==> src/sv/beacon_poll_responder_core_macros.svh <==
// Assertion macros shared by the beacon poll responder RTL.
// Defining ASSERT_OFF turns every assertion into an empty statement.
`ifndef BEACON_POLL_RESPONDER_CORE_MACROS_SVH
`define BEACON_POLL_RESPONDER_CORE_MACROS_SVH

`ifndef ASSERT_OFF
`define BPR_ASSERT_IMP(label, clk, rst_n, ante, cons) \
    label: assert property (@(posedge clk) disable iff (!(rst_n)) (ante) |-> (cons)) \
        else $error("assertion failed");
`define BPR_ASSERT_NXT(label, clk, rst_n, ante, cons) \
    label: assert property (@(posedge clk) disable iff (!(rst_n)) (ante) |=> (cons)) \
        else $error("assertion failed");
`else
`define BPR_ASSERT_IMP(label, clk, rst_n, ante, cons)
`define BPR_ASSERT_NXT(label, clk, rst_n, ante, cons)
`endif

`endif

==> src/sv/bpr_pkg.sv <==
// Types and constants of the beacon poll responder.
// Used by the interfaces, the front, the job queue and the back end.
package bpr_pkg;

    localparam int LEVEL_W = 16;
    localparam int STEP_W = 10;
    localparam int FLOOR_W = 15;
    localparam int CFG_DATA_W = 15;
    localparam int CFG_IDX_W = 1;
    localparam int SHOWN_W = 14;
    localparam int CHAN_W = 3;

    localparam logic [CFG_IDX_W-1:0] CFG_RAMP_STEP = 1'd0;
    localparam logic [CFG_IDX_W-1:0] CFG_RAMP_FLOOR = 1'd1;

    localparam logic OP_POLL_BYTE = 1'b0;
    localparam logic OP_TIMEOUT = 1'b1;

    localparam logic [7:0] CHAR_CR = 8'h0D;
    localparam logic [7:0] CHAR_QUERY = 8'h3F;
    localparam logic [7:0] CHAR_SPACE = 8'h20;
    localparam logic [7:0] CHAR_ZERO = 8'h30;
    localparam logic [7:0] CHAR_ONE = 8'h31;
    localparam logic [7:0] CHAR_FIVE = 8'h35;
    localparam logic [7:0] STATUS_OK = 8'h40;
    localparam logic [7:0] STATUS_ERR = 8'h42;
    localparam logic [7:0] CSUM_BASE = 8'h20;

    localparam logic [SHOWN_W-1:0] DISPLAY_MAX = 14'd9999;
    localparam logic [STEP_W-1:0] RESET_STEP = 10'd10;
    localparam logic [FLOOR_W-1:0] RESET_FLOOR = 15'd9900;

    typedef struct packed {
        logic [SHOWN_W-1:0] shown;
        logic               err;
        logic [CHAN_W-1:0]  chan;
    } t_job;

endpackage

==> src/sv/bpr_ifs.sv <==
// Valid/ready channel interfaces of the beacon poll responder.
// Depends on bpr_pkg for field widths.
interface bpr_in_if import bpr_pkg::*; ();
    logic                      valid;
    logic                      ready;
    logic                      op;
    logic [7:0]                rx_byte;
    logic signed [LEVEL_W-1:0] chan1_level;
    logic signed [LEVEL_W-1:0] chan2_level;

    modport source (output valid, output op, output rx_byte, output chan1_level,
                    output chan2_level, input ready);
    modport sink (input valid, input op, input rx_byte, input chan1_level,
                  input chan2_level, output ready);
endinterface

interface bpr_out_if ();
    logic       valid;
    logic       ready;
    logic [7:0] tx_byte;
    logic       last;

    modport source (output valid, output tx_byte, output last, input ready);
    modport sink (input valid, input tx_byte, input last, output ready);
endinterface

==> src/sv/beacon_poll_responder_core.sv <==
// Beacon poll responder top level: poll front, job queue and response back end.
// Depends on bpr_pkg, bpr_ifs, bpr_front, bpr_queue and bpr_back.
//
// Usage: items arrive on i_in (op, rx_byte, chan1_level, chan2_level). A poll
// byte is held until the second byte of the poll arrives; a timeout drops a
// held byte and advances the levels. Each completed poll produces eight bytes
// on o_out, the eighth flagged by last. The ramp step and floor are written
// through i_cfg_we, i_cfg_idx and i_cfg_data while the block is idle.
// The front takes one item per cycle while the two-entry job queue has room.
// The back end sends one byte per cycle while the receiver is ready; a
// completed poll's first byte passes from the queue through the back end's job
// registers into the output register.
// When the receiver stalls, the output register holds its byte, the queue
// fills, and i_in.ready drops once two jobs are waiting.
// Reset (synchronous, active low) returns the channel to 1, clears the poll
// state and all levels, and restores the ramp step of 10 and floor of 9900.
module beacon_poll_responder_core import bpr_pkg::*; (
    input  logic                  i_clk,
    input  logic                  i_rst_n,
    bpr_in_if.sink                i_in,
    bpr_out_if.source             o_out,
    input  logic                  i_cfg_we,
    input  logic [CFG_IDX_W-1:0]  i_cfg_idx,
    input  logic [CFG_DATA_W-1:0] i_cfg_data
);

    logic q_push;
    logic q_pop;
    logic q_full;
    logic q_valid;
    t_job front_job;
    t_job q_job;

    bpr_front u_front (
        .i_clk      (i_clk),
        .i_rst_n    (i_rst_n),
        .i_in       (i_in),
        .i_cfg_we   (i_cfg_we),
        .i_cfg_idx  (i_cfg_idx),
        .i_cfg_data (i_cfg_data),
        .i_q_full   (q_full),
        .o_push     (q_push),
        .o_job      (front_job)
    );

    bpr_queue u_queue (
        .i_clk   (i_clk),
        .i_rst_n (i_rst_n),
        .i_push  (q_push),
        .i_job   (front_job),
        .i_pop   (q_pop),
        .o_full  (q_full),
        .o_valid (q_valid),
        .o_job   (q_job)
    );

    bpr_back u_back (
        .i_clk     (i_clk),
        .i_rst_n   (i_rst_n),
        .i_q_valid (q_valid),
        .i_q_job   (q_job),
        .o_q_pop   (q_pop),
        .o_out     (o_out)
    );

endmodule

==> src/sv/bpr_queue.sv <==
// Two-entry job queue between the poll front and the response back end.
// Depends on bpr_pkg and the assertion macros.
`include "beacon_poll_responder_core_macros.svh"

module bpr_queue import bpr_pkg::*; (
    input  logic i_clk,
    input  logic i_rst_n,
    input  logic i_push,
    input  t_job i_job,
    input  logic i_pop,
    output logic o_full,
    output logic o_valid,
    output t_job o_job
);

    t_job       r_slot [2];
    logic       r_wr_ptr;
    logic       r_rd_ptr;
    logic [1:0] r_count;

    assign o_full = (r_count == 2'd2);
    assign o_valid = (r_count != 2'd0);
    assign o_job = r_slot[r_rd_ptr];

    always_ff @(posedge i_clk) begin
        if (!i_rst_n) begin
            r_wr_ptr <= 1'b0;
            r_rd_ptr <= 1'b0;
            r_count <= 2'd0;
        end else begin
            if (i_push) begin
                r_wr_ptr <= ~r_wr_ptr;
            end
            if (i_pop) begin
                r_rd_ptr <= ~r_rd_ptr;
            end
            if (i_push && !i_pop) begin
                r_count <= r_count + 2'd1;
            end else if (i_pop && !i_push) begin
                r_count <= r_count - 2'd1;
            end
        end
    end

    always_ff @(posedge i_clk) begin
        if (i_push) begin
            r_slot[r_wr_ptr] <= i_job;
        end
    end

    `BPR_ASSERT_IMP(a_count_range, i_clk, i_rst_n, 1'b1, r_count <= 2'd2)
    `BPR_ASSERT_IMP(a_no_pop_empty, i_clk, i_rst_n, i_pop, r_count != 2'd0)
    `BPR_ASSERT_IMP(a_no_push_full, i_clk, i_rst_n, i_push, r_count != 2'd2)

endmodule

==> src/sv/bpr_front.sv <==
// Poll front: accepts items, tracks the poll state, channel and levels,
// and queues one response job per completed poll. Depends on bpr_pkg.
module bpr_front import bpr_pkg::*; (
    input  logic                  i_clk,
    input  logic                  i_rst_n,
    bpr_in_if.sink                i_in,
    input  logic                  i_cfg_we,
    input  logic [CFG_IDX_W-1:0]  i_cfg_idx,
    input  logic [CFG_DATA_W-1:0] i_cfg_data,
    input  logic                  i_q_full,
    output logic                  o_push,
    output t_job                  o_job
);

    logic [STEP_W-1:0]         r_step;
    logic [FLOOR_W-1:0]        r_floor;
    logic [CHAN_W-1:0]         r_channel;
    logic                      r_have;
    logic [7:0]                r_held;
    logic signed [LEVEL_W-1:0] r_fed [2];
    logic signed [LEVEL_W-1:0] r_ramp [3];

    logic                      accept;
    logic                      cmd_sel;
    logic [CHAN_W-1:0]         n_channel;
    logic signed [LEVEL_W-1:0] cur_level;
    logic signed [LEVEL_W:0]   neg_level;
    logic signed [LEVEL_W:0]   neg_floor;
    logic signed [LEVEL_W-1:0] n_ramp [3];

    assign i_in.ready = !i_q_full;
    assign accept = i_in.valid && i_in.ready;
    assign o_push = accept && (i_in.op == OP_POLL_BYTE) && r_have;

    assign cmd_sel = (r_held >= CHAR_ONE) && (r_held <= CHAR_FIVE);
    assign n_channel = cmd_sel ? r_held[CHAN_W-1:0] : r_channel;

    always_comb begin
        unique case (n_channel)
            3'd1:    cur_level = r_fed[0];
            3'd2:    cur_level = r_fed[1];
            3'd3:    cur_level = r_ramp[0];
            3'd4:    cur_level = r_ramp[1];
            3'd5:    cur_level = r_ramp[2];
            default: cur_level = '0;
        endcase
    end

    assign neg_level = -$signed({cur_level[LEVEL_W-1], cur_level});

    always_comb begin
        o_job.chan = n_channel;
        o_job.err = (i_in.rx_byte != CHAR_CR) || (!cmd_sel && (r_held != CHAR_QUERY));
        if (neg_level < 0) begin
            o_job.shown = '0;
        end else if (neg_level > $signed({3'b000, DISPLAY_MAX})) begin
            o_job.shown = DISPLAY_MAX;
        end else begin
            o_job.shown = neg_level[SHOWN_W-1:0];
        end
    end

    assign neg_floor = -$signed({2'b00, r_floor});

    always_comb begin
        logic signed [LEVEL_W:0] lv;
        logic signed [LEVEL_W:0] diff;
        for (int k = 0; k < 3; k++) begin
            lv = {r_ramp[k][LEVEL_W-1], r_ramp[k]};
            diff = lv - $signed({{(LEVEL_W + 1 - STEP_W){1'b0}}, r_step});
            if (lv <= neg_floor) begin
                n_ramp[k] = '0;
            end else if (diff < -$signed(17'sd32768)) begin
                n_ramp[k] = 16'sh8000;
            end else begin
                n_ramp[k] = diff[LEVEL_W-1:0];
            end
        end
    end

    always_ff @(posedge i_clk) begin
        if (!i_rst_n) begin
            r_step <= RESET_STEP;
            r_floor <= RESET_FLOOR;
            r_channel <= 3'd1;
            r_have <= 1'b0;
            r_held <= CHAR_SPACE;
            r_fed[0] <= '0;
            r_fed[1] <= '0;
            for (int k = 0; k < 3; k++) begin
                r_ramp[k] <= '0;
            end
        end else begin
            if (i_cfg_we) begin
                unique case (i_cfg_idx)
                    CFG_RAMP_STEP:  r_step <= i_cfg_data[STEP_W-1:0];
                    CFG_RAMP_FLOOR: r_floor <= i_cfg_data[FLOOR_W-1:0];
                    default: ;
                endcase
            end
            if (accept) begin
                if (i_in.op == OP_TIMEOUT || r_have) begin
                    r_have <= 1'b0;
                    r_fed[0] <= i_in.chan1_level;
                    r_fed[1] <= i_in.chan2_level;
                    for (int k = 0; k < 3; k++) begin
                        r_ramp[k] <= n_ramp[k];
                    end
                    if (i_in.op == OP_TIMEOUT) begin
                        r_held <= CHAR_SPACE;
                    end else begin
                        r_channel <= n_channel;
                    end
                end else begin
                    r_have <= 1'b1;
                    r_held <= i_in.rx_byte;
                end
            end
        end
    end

endmodule

==> src/sv/bpr_back.sv <==
// Response back end: takes jobs from the queue and sends the eight response
// bytes through an output register. Depends on bpr_pkg and the assertion macros.
`include "beacon_poll_responder_core_macros.svh"

module bpr_back import bpr_pkg::*; (
    input  logic    i_clk,
    input  logic    i_rst_n,
    input  logic    i_q_valid,
    input  t_job    i_q_job,
    output logic    o_q_pop,
    bpr_out_if.source o_out
);

    localparam logic [2:0] IDX_FIRST = 3'd0;
    localparam logic [2:0] IDX_LAST_DIGIT = 3'd3;
    localparam logic [2:0] IDX_STATUS = 3'd4;
    localparam logic [2:0] IDX_CHAN = 3'd5;
    localparam logic [2:0] IDX_CSUM = 3'd6;
    localparam logic [2:0] IDX_CR = 3'd7;

    logic               r_busy;
    logic [2:0]         r_idx;
    logic [SHOWN_W-1:0] r_rem;
    logic               r_err;
    logic [CHAN_W-1:0]  r_chan;
    logic [5:0]         r_sum;
    logic               r_out_valid;
    logic [7:0]         r_out_byte;
    logic               r_out_last;

    logic               adv;
    logic               load;
    logic [SHOWN_W-1:0] pw;
    logic [3:0]         digit;
    logic [SHOWN_W-1:0] sub;
    logic [7:0]         tx;

    assign adv = r_busy && (!r_out_valid || o_out.ready);
    assign load = i_q_valid && (!r_busy || (adv && r_idx == IDX_CR));
    assign o_q_pop = load;

    assign o_out.valid = r_out_valid;
    assign o_out.tx_byte = r_out_byte;
    assign o_out.last = r_out_last;

    always_comb begin
        case (r_idx[1:0])
            2'd0:    pw = 14'd1000;
            2'd1:    pw = 14'd100;
            2'd2:    pw = 14'd10;
            default: pw = 14'd1;
        endcase
    end

    always_comb begin
        digit = '0;
        sub = '0;
        for (int d = 1; d < 10; d++) begin
            if (r_rem >= 14'(d * pw)) begin
                digit = 4'(d);
                sub = 14'(d * pw);
            end
        end
    end

    always_comb begin
        unique case (r_idx) inside
            [IDX_FIRST:IDX_LAST_DIGIT]: tx = CHAR_ZERO + {4'b0000, digit};
            IDX_STATUS: tx = r_err ? STATUS_ERR : STATUS_OK;
            IDX_CHAN:   tx = CHAR_ZERO + {5'b00000, r_chan};
            IDX_CSUM:   tx = CSUM_BASE + {2'b00, r_sum};
            default:    tx = CHAR_CR;
        endcase
    end

    always_ff @(posedge i_clk) begin
        if (!i_rst_n) begin
            r_busy <= 1'b0;
            r_idx <= IDX_FIRST;
            r_out_valid <= 1'b0;
        end else begin
            if (adv) begin
                r_out_valid <= 1'b1;
                r_idx <= r_idx + 3'd1;
                if (r_idx == IDX_CR) begin
                    r_busy <= 1'b0;
                end
            end else if (o_out.ready) begin
                r_out_valid <= 1'b0;
            end
            if (load) begin
                r_busy <= 1'b1;
                r_idx <= IDX_FIRST;
            end
        end
    end

    always_ff @(posedge i_clk) begin
        if (adv) begin
            r_out_byte <= tx;
            r_out_last <= (r_idx == IDX_CR);
            if (r_idx <= IDX_LAST_DIGIT) begin
                r_rem <= r_rem - sub;
            end
            if (r_idx <= IDX_CHAN) begin
                r_sum <= r_sum + tx[5:0];
            end
        end
        if (load) begin
            r_rem <= i_q_job.shown;
            r_err <= i_q_job.err;
            r_chan <= i_q_job.chan;
            r_sum <= '0;
        end
    end

    `BPR_ASSERT_IMP(a_rem_in_range, i_clk, i_rst_n, r_busy && r_idx == IDX_FIRST,
                    r_rem <= DISPLAY_MAX)
    `BPR_ASSERT_IMP(a_digits_done, i_clk, i_rst_n, r_busy && r_idx == IDX_STATUS,
                    r_rem == '0)
    `BPR_ASSERT_NXT(a_last_follows_cr, i_clk, i_rst_n, adv && r_idx == IDX_CR,
                    r_out_valid && r_out_last)
    `BPR_ASSERT_IMP(a_last_is_cr, i_clk, i_rst_n, r_out_valid && r_out_last,
                    r_out_byte == CHAR_CR)

endmodule

==> src/flat_wrapper.sv <==
// flat-port wrapper written by rule: the top's interface ports become plain ports
module beacon_poll_responder_core_flat import bpr_pkg::*;
  (i_clk, i_rst_n, i_cfg_we, i_cfg_idx, i_cfg_data, i_in_valid, i_in_op, i_in_rx_byte, i_in_chan1_level, i_in_chan2_level, i_in_ready, o_out_valid, o_out_tx_byte, o_out_last, o_out_ready);
  bpr_in_if i_in_i ();
  bpr_out_if o_out_i ();
  input  logic i_clk;
  input  logic i_rst_n;
  input  logic i_cfg_we;
  input  logic [CFG_IDX_W-1:0] i_cfg_idx;
  input  logic [CFG_DATA_W-1:0] i_cfg_data;
  input wire logic [$bits(i_in_i.valid)-1:0] i_in_valid;
  input wire logic [$bits(i_in_i.op)-1:0] i_in_op;
  input wire logic [$bits(i_in_i.rx_byte)-1:0] i_in_rx_byte;
  input wire logic [$bits(i_in_i.chan1_level)-1:0] i_in_chan1_level;
  input wire logic [$bits(i_in_i.chan2_level)-1:0] i_in_chan2_level;
  output wire logic [$bits(i_in_i.ready)-1:0] i_in_ready;
  output wire logic [$bits(o_out_i.valid)-1:0] o_out_valid;
  output wire logic [$bits(o_out_i.tx_byte)-1:0] o_out_tx_byte;
  output wire logic [$bits(o_out_i.last)-1:0] o_out_last;
  input wire logic [$bits(o_out_i.ready)-1:0] o_out_ready;
  assign i_in_i.valid = i_in_valid;
  assign i_in_i.op = i_in_op;
  assign i_in_i.rx_byte = i_in_rx_byte;
  assign i_in_i.chan1_level = i_in_chan1_level;
  assign i_in_i.chan2_level = i_in_chan2_level;
  assign i_in_ready = i_in_i.ready;
  assign o_out_valid = o_out_i.valid;
  assign o_out_tx_byte = o_out_i.tx_byte;
  assign o_out_last = o_out_i.last;
  assign o_out_i.ready = o_out_ready;
  beacon_poll_responder_core u_core (.i_clk(i_clk), .i_rst_n(i_rst_n), .i_in(i_in_i), .o_out(o_out_i), .i_cfg_we(i_cfg_we), .i_cfg_idx(i_cfg_idx), .i_cfg_data(i_cfg_data));
endmodule
==> config.mk <==
export PLATFORM = sky130hd
export DESIGN_NAME = beacon_poll_responder_core_flat
export DESIGN_NICKNAME = d
export VERILOG_FILES = /design/src/sv/bpr_pkg.sv /design/src/sv/bpr_ifs.sv /design/src/sv/beacon_poll_responder_core.sv /design/src/sv/bpr_queue.sv /design/src/sv/bpr_front.sv /design/src/sv/bpr_back.sv /design/src/flat_wrapper.sv
export VERILOG_INCLUDE_DIRS = /design/src /design/src/sv
export SDC_FILE = /design/constraint.sdc
export NUM_CORES = 1
export LEC_CHECK = 0
export ABC_AREA = 1
export BUFFER_PORTS_ARGS = -buffer_cell sky130_fd_sc_hd__buf_2
export CAP_MARGIN = 10
export CORE_MARGIN = 2
export CORE_UTILIZATION = 35
export CTS_CLUSTER_DIAMETER = 50
export DETAILED_ROUTE_END_ITERATION = 6
export PLACE_DENSITY = 0.46
export SETUP_SLACK_MARGIN = 0.1
export SLEW_MARGIN = 25
export SYNTH_ARGS = -nofsm -noshare
export SYNTH_HDL_FRONTEND = slang
export SYNTH_SLANG_ARGS = --single-unit
==> constraint.sdc <==
create_clock -name i_clk -period 21 [get_ports i_clk]
set_clock_uncertainty 0.15 [all_clocks]
set_input_delay 4.2 -clock i_clk [delete_from_list [all_inputs] [get_ports i_clk]]
set_output_delay 4.2 -clock i_clk [all_outputs]
set_load 0.1 [all_outputs]
==> reports/qor.yml <==
outcome:
  status: "finished, final reports clean"
global_route:
  grtUsageTotal_pct: 20.7
  antenna_found_initial: 0
  grt_pass1_vias: 13200
  grt_max_degree: 81
  grt_pass1_wl_um: 75000
  grt.overflow.total: 0
floorplanning:
  chipWidth_um: 215
  io_pins: 73
  start_util_pct: 35.3
  die_h_um: 215
  rows: 77
  core_area_mm2: 0.0441
  die_area_mm2: 0.0462
setup_path:
  crit_path_max_fanout: 15
  endpoint_kind: "flop"
  crit_buf_inv: 6
  critical-path-max-stage-delay_ns: 0.64
  worst_ep_arrival_time_ns: 7.70
  slowest_stage: "ha_1"
  cp_data_required_time_ns: 21.07
  path_delay_family: "compound AO/OA/AOI/OAI gates"
  path_class: "reg2reg"
  startpoint_type: "flop"
  cpMostUsedCell: "nand2_1"
cts:
  cts_buffer_depth: 2
  htree_levels: 4
  clk_pin_slew_ns: 0.08
  postCtsHoldBufs: 0
  clock_tree.root_cell: "clkbuf_16"
  cts_tree: "yes"
  cts_resized: 0
  clock-sinks: 195
  worst_skew_pair.late_latency_ns: 0.47
  numCtsBuffers: 17
  cts_setup_buffers: 0
sta:
  setup_ws_ns: 13.36
  setup_viol: 0
  report.final.hold_viol_count: 0
  worst_slew_margin_rel_pct: 41.4
  fmaxAchievable_mhz: 131
  fin_crit_ns: 7.64
  slew_viol_final: 0
  setup-tns-final_ns: 0
  rsz0062_at_grt: "no"
  holdWs_ns: 0.309
  period_share_pct: 36.4
  worstMarginPinSlew_ns: 0.871
worst_hold_path:
  hold_class: "reg2reg"
finish:
  fin_cells: 2655
  area_growth_pct: 9.70
  n_antenna_cell: 0
  drive_gt1_share_pct: 10.3
  nNetsFinal: 2289
  fill_cells: 4615
place:
  gp_congestion: 0.897
  dp_slack_ns: 12.57
  dp.cells: 2623
  io_buffers: 71
  hpwl_um: 37000
power_and_ir_drop:
  power_density_mw_per_mm2: 143
  finalPower_mw: 2.45
  p_leak_nw: 7.72
  ir_drop_mv: 0.0853
routing:
  ant_nets: 0
  firstDrtPassIters: 6
  drc: 0
  avgRoutedWirePerCell_um: 17.8
  drt-initial-drc-count: 1122
  routed_wirelength_um: 47100
  dr_total_vias: 13800
  vias_per_cell: 5.19
synth:
  ys.flop_type: "edfxtp_1"
  async_flop_share_pct: 0
  synth_edf_count: 142
  yosysUniqueCellTypes: 62
  yosys_warnings: 0
  synth_fp_nets: 2235
  synth_top_area_share_pct: 27.4
  yosys.area.top_type: "edfxtp_1"
  ys_seq_area_share_pct: 34.2
  ys_seq_elements: 195
  synth.avg_cell_area_um2: 7.81
  synth_area_mm2: 0.0156
  synth_common_cells: "nand2_1 (401), inv_1 (252), nor2_1 (180)"
  yosys-top-cells-area: "edfxtp_1 (27%), ha_1 (14%), nand2_1 (9.7%)"
  syn_inst: 1996
  synth.most_common_cell: "nand2_1"
flow_run:
  max-cap-violations: 0
## per-layer routing
metal | wire length, um | up-vias | share of wire, % | global-route usage (%)
li1 | - | 6956 | - | -
met1 | 24100 | 6450 | 51 | 30.7
met2 | 19900 | 341 | 42 | 31.2
met3 | 2610 | 45 | 5.5 | 3.68
met4 | 531 | 0 | 1.1 | 4.48
met5 | 0 | - | 0 | 0
## layout by cell type (no fill, tap or decap), drive strengths merged, types with 19 or more instances in the layout
| cell | Yosys | routed |
|---|---|---|
| ha | 172 | 172 |
| nand3 | 87 | 87 |
| nor2 | 212 | 212 |
| nor3 | 44 | 44 |
| nand4 | 83 | 83 |
| xor2 | 30 | 30 |
| o21ai | 125 | 125 |
| buf | 21 | 83 |
| edfxtp | 142 | 142 |
| nand2 | 426 | 426 |
| dfxtp | 53 | 53 |
| inv | 255 | 263 |
| a21oi | 152 | 152 |
| nor3b | 19 | 19 |
| o211ai | 19 | 19 |
## worst paths after layout
| path | from | end | slack [ns] | cells past startpoint |
|---|---|---|---|---|
| min reg2reg | u_core.u_queue.r_rd_ptr | u_core.u_queue.r_rd_ptr | 0.31 | 1 |
| min | u_core.u_queue.r_rd_ptr | u_core.u_queue.r_rd_ptr | 0.31 | 1 |
| max reg2reg | u_core.u_back.r_idx[1] | u_core.u_back.r_rem[13] | 13.36 | 38 |
| max | u_core.u_back.r_idx[1] | u_core.u_back.r_rem[13] | 13.36 | 38 |
## stage by stage
stage	area, um2	utilization [%]
after global placement	16500	37.4
after detailed placement	16500	37.4
after global routing	17100	38.7
after CTS	17100	38.7
after floorplan	15600	-
final	17100	38.7
## cells by family after synthesis
group                      count (synthesis)  share of synthesized area [%]
other                                      1                         0.0241
buffers and inverters                    311                           8.22
adders and majority gates                177                           14.5
xor gates and xnor gates                  44                           2.47
AOI/OAI and AO/OA                        367                           13.5
and+or+nand+nor                          901                           27.1
DFF                                      195                           34.2
## area by class of cell
cell class	instances	area, um2	area share, %
Sequential cell	195	5330	31.1
Clock inverter	15	173	1.01
Timing Repair Buffer	83	449	2.63
Inverter	263	990	5.79
Clock buffer	17	425	2.49
Tap cell	592	741	4.33
Multi-Input combinational cell	1490	8990	52.6
## registers in the layout, summed over array words and instances, names as in the netlist, named ones only
register,cells
u_core.u_front.r_ramp,48
u_core.u_queue.r_slot,36
u_core.u_front.r_fed,32
u_core.u_front.r_floor,15
u_core.u_back.r_rem,14
u_core.u_front.r_step,10
u_core.u_front.r_held,8
u_core.u_back.o_out.tx_byte,7
u_core.u_back.r_sum,6
u_core.u_back.r_chan,3
u_core.u_back.r_idx,3
u_core.u_front.r_channel,3
u_core.u_queue.r_count,2
u_core.u_back.o_out.last,1
u_core.u_back.o_out.valid,1
u_core.u_back.r_busy,1
u_core.u_back.r_err,1
u_core.u_front.r_have,1
u_core.u_queue.r_rd_ptr,1
u_core.u_queue.r_wr_ptr,1
## where the power goes
| group | switching [mW] | internal [mW] | total [mW] |
|---|---|---|---|
| clock network | 0.164 | 0.179 | 0.343 |
| logic | 0.984 | 0.506 | 1.49 |
| registers | 0.0819 | 0.530 | 0.612 |
(Power assumes the default switching activity.)
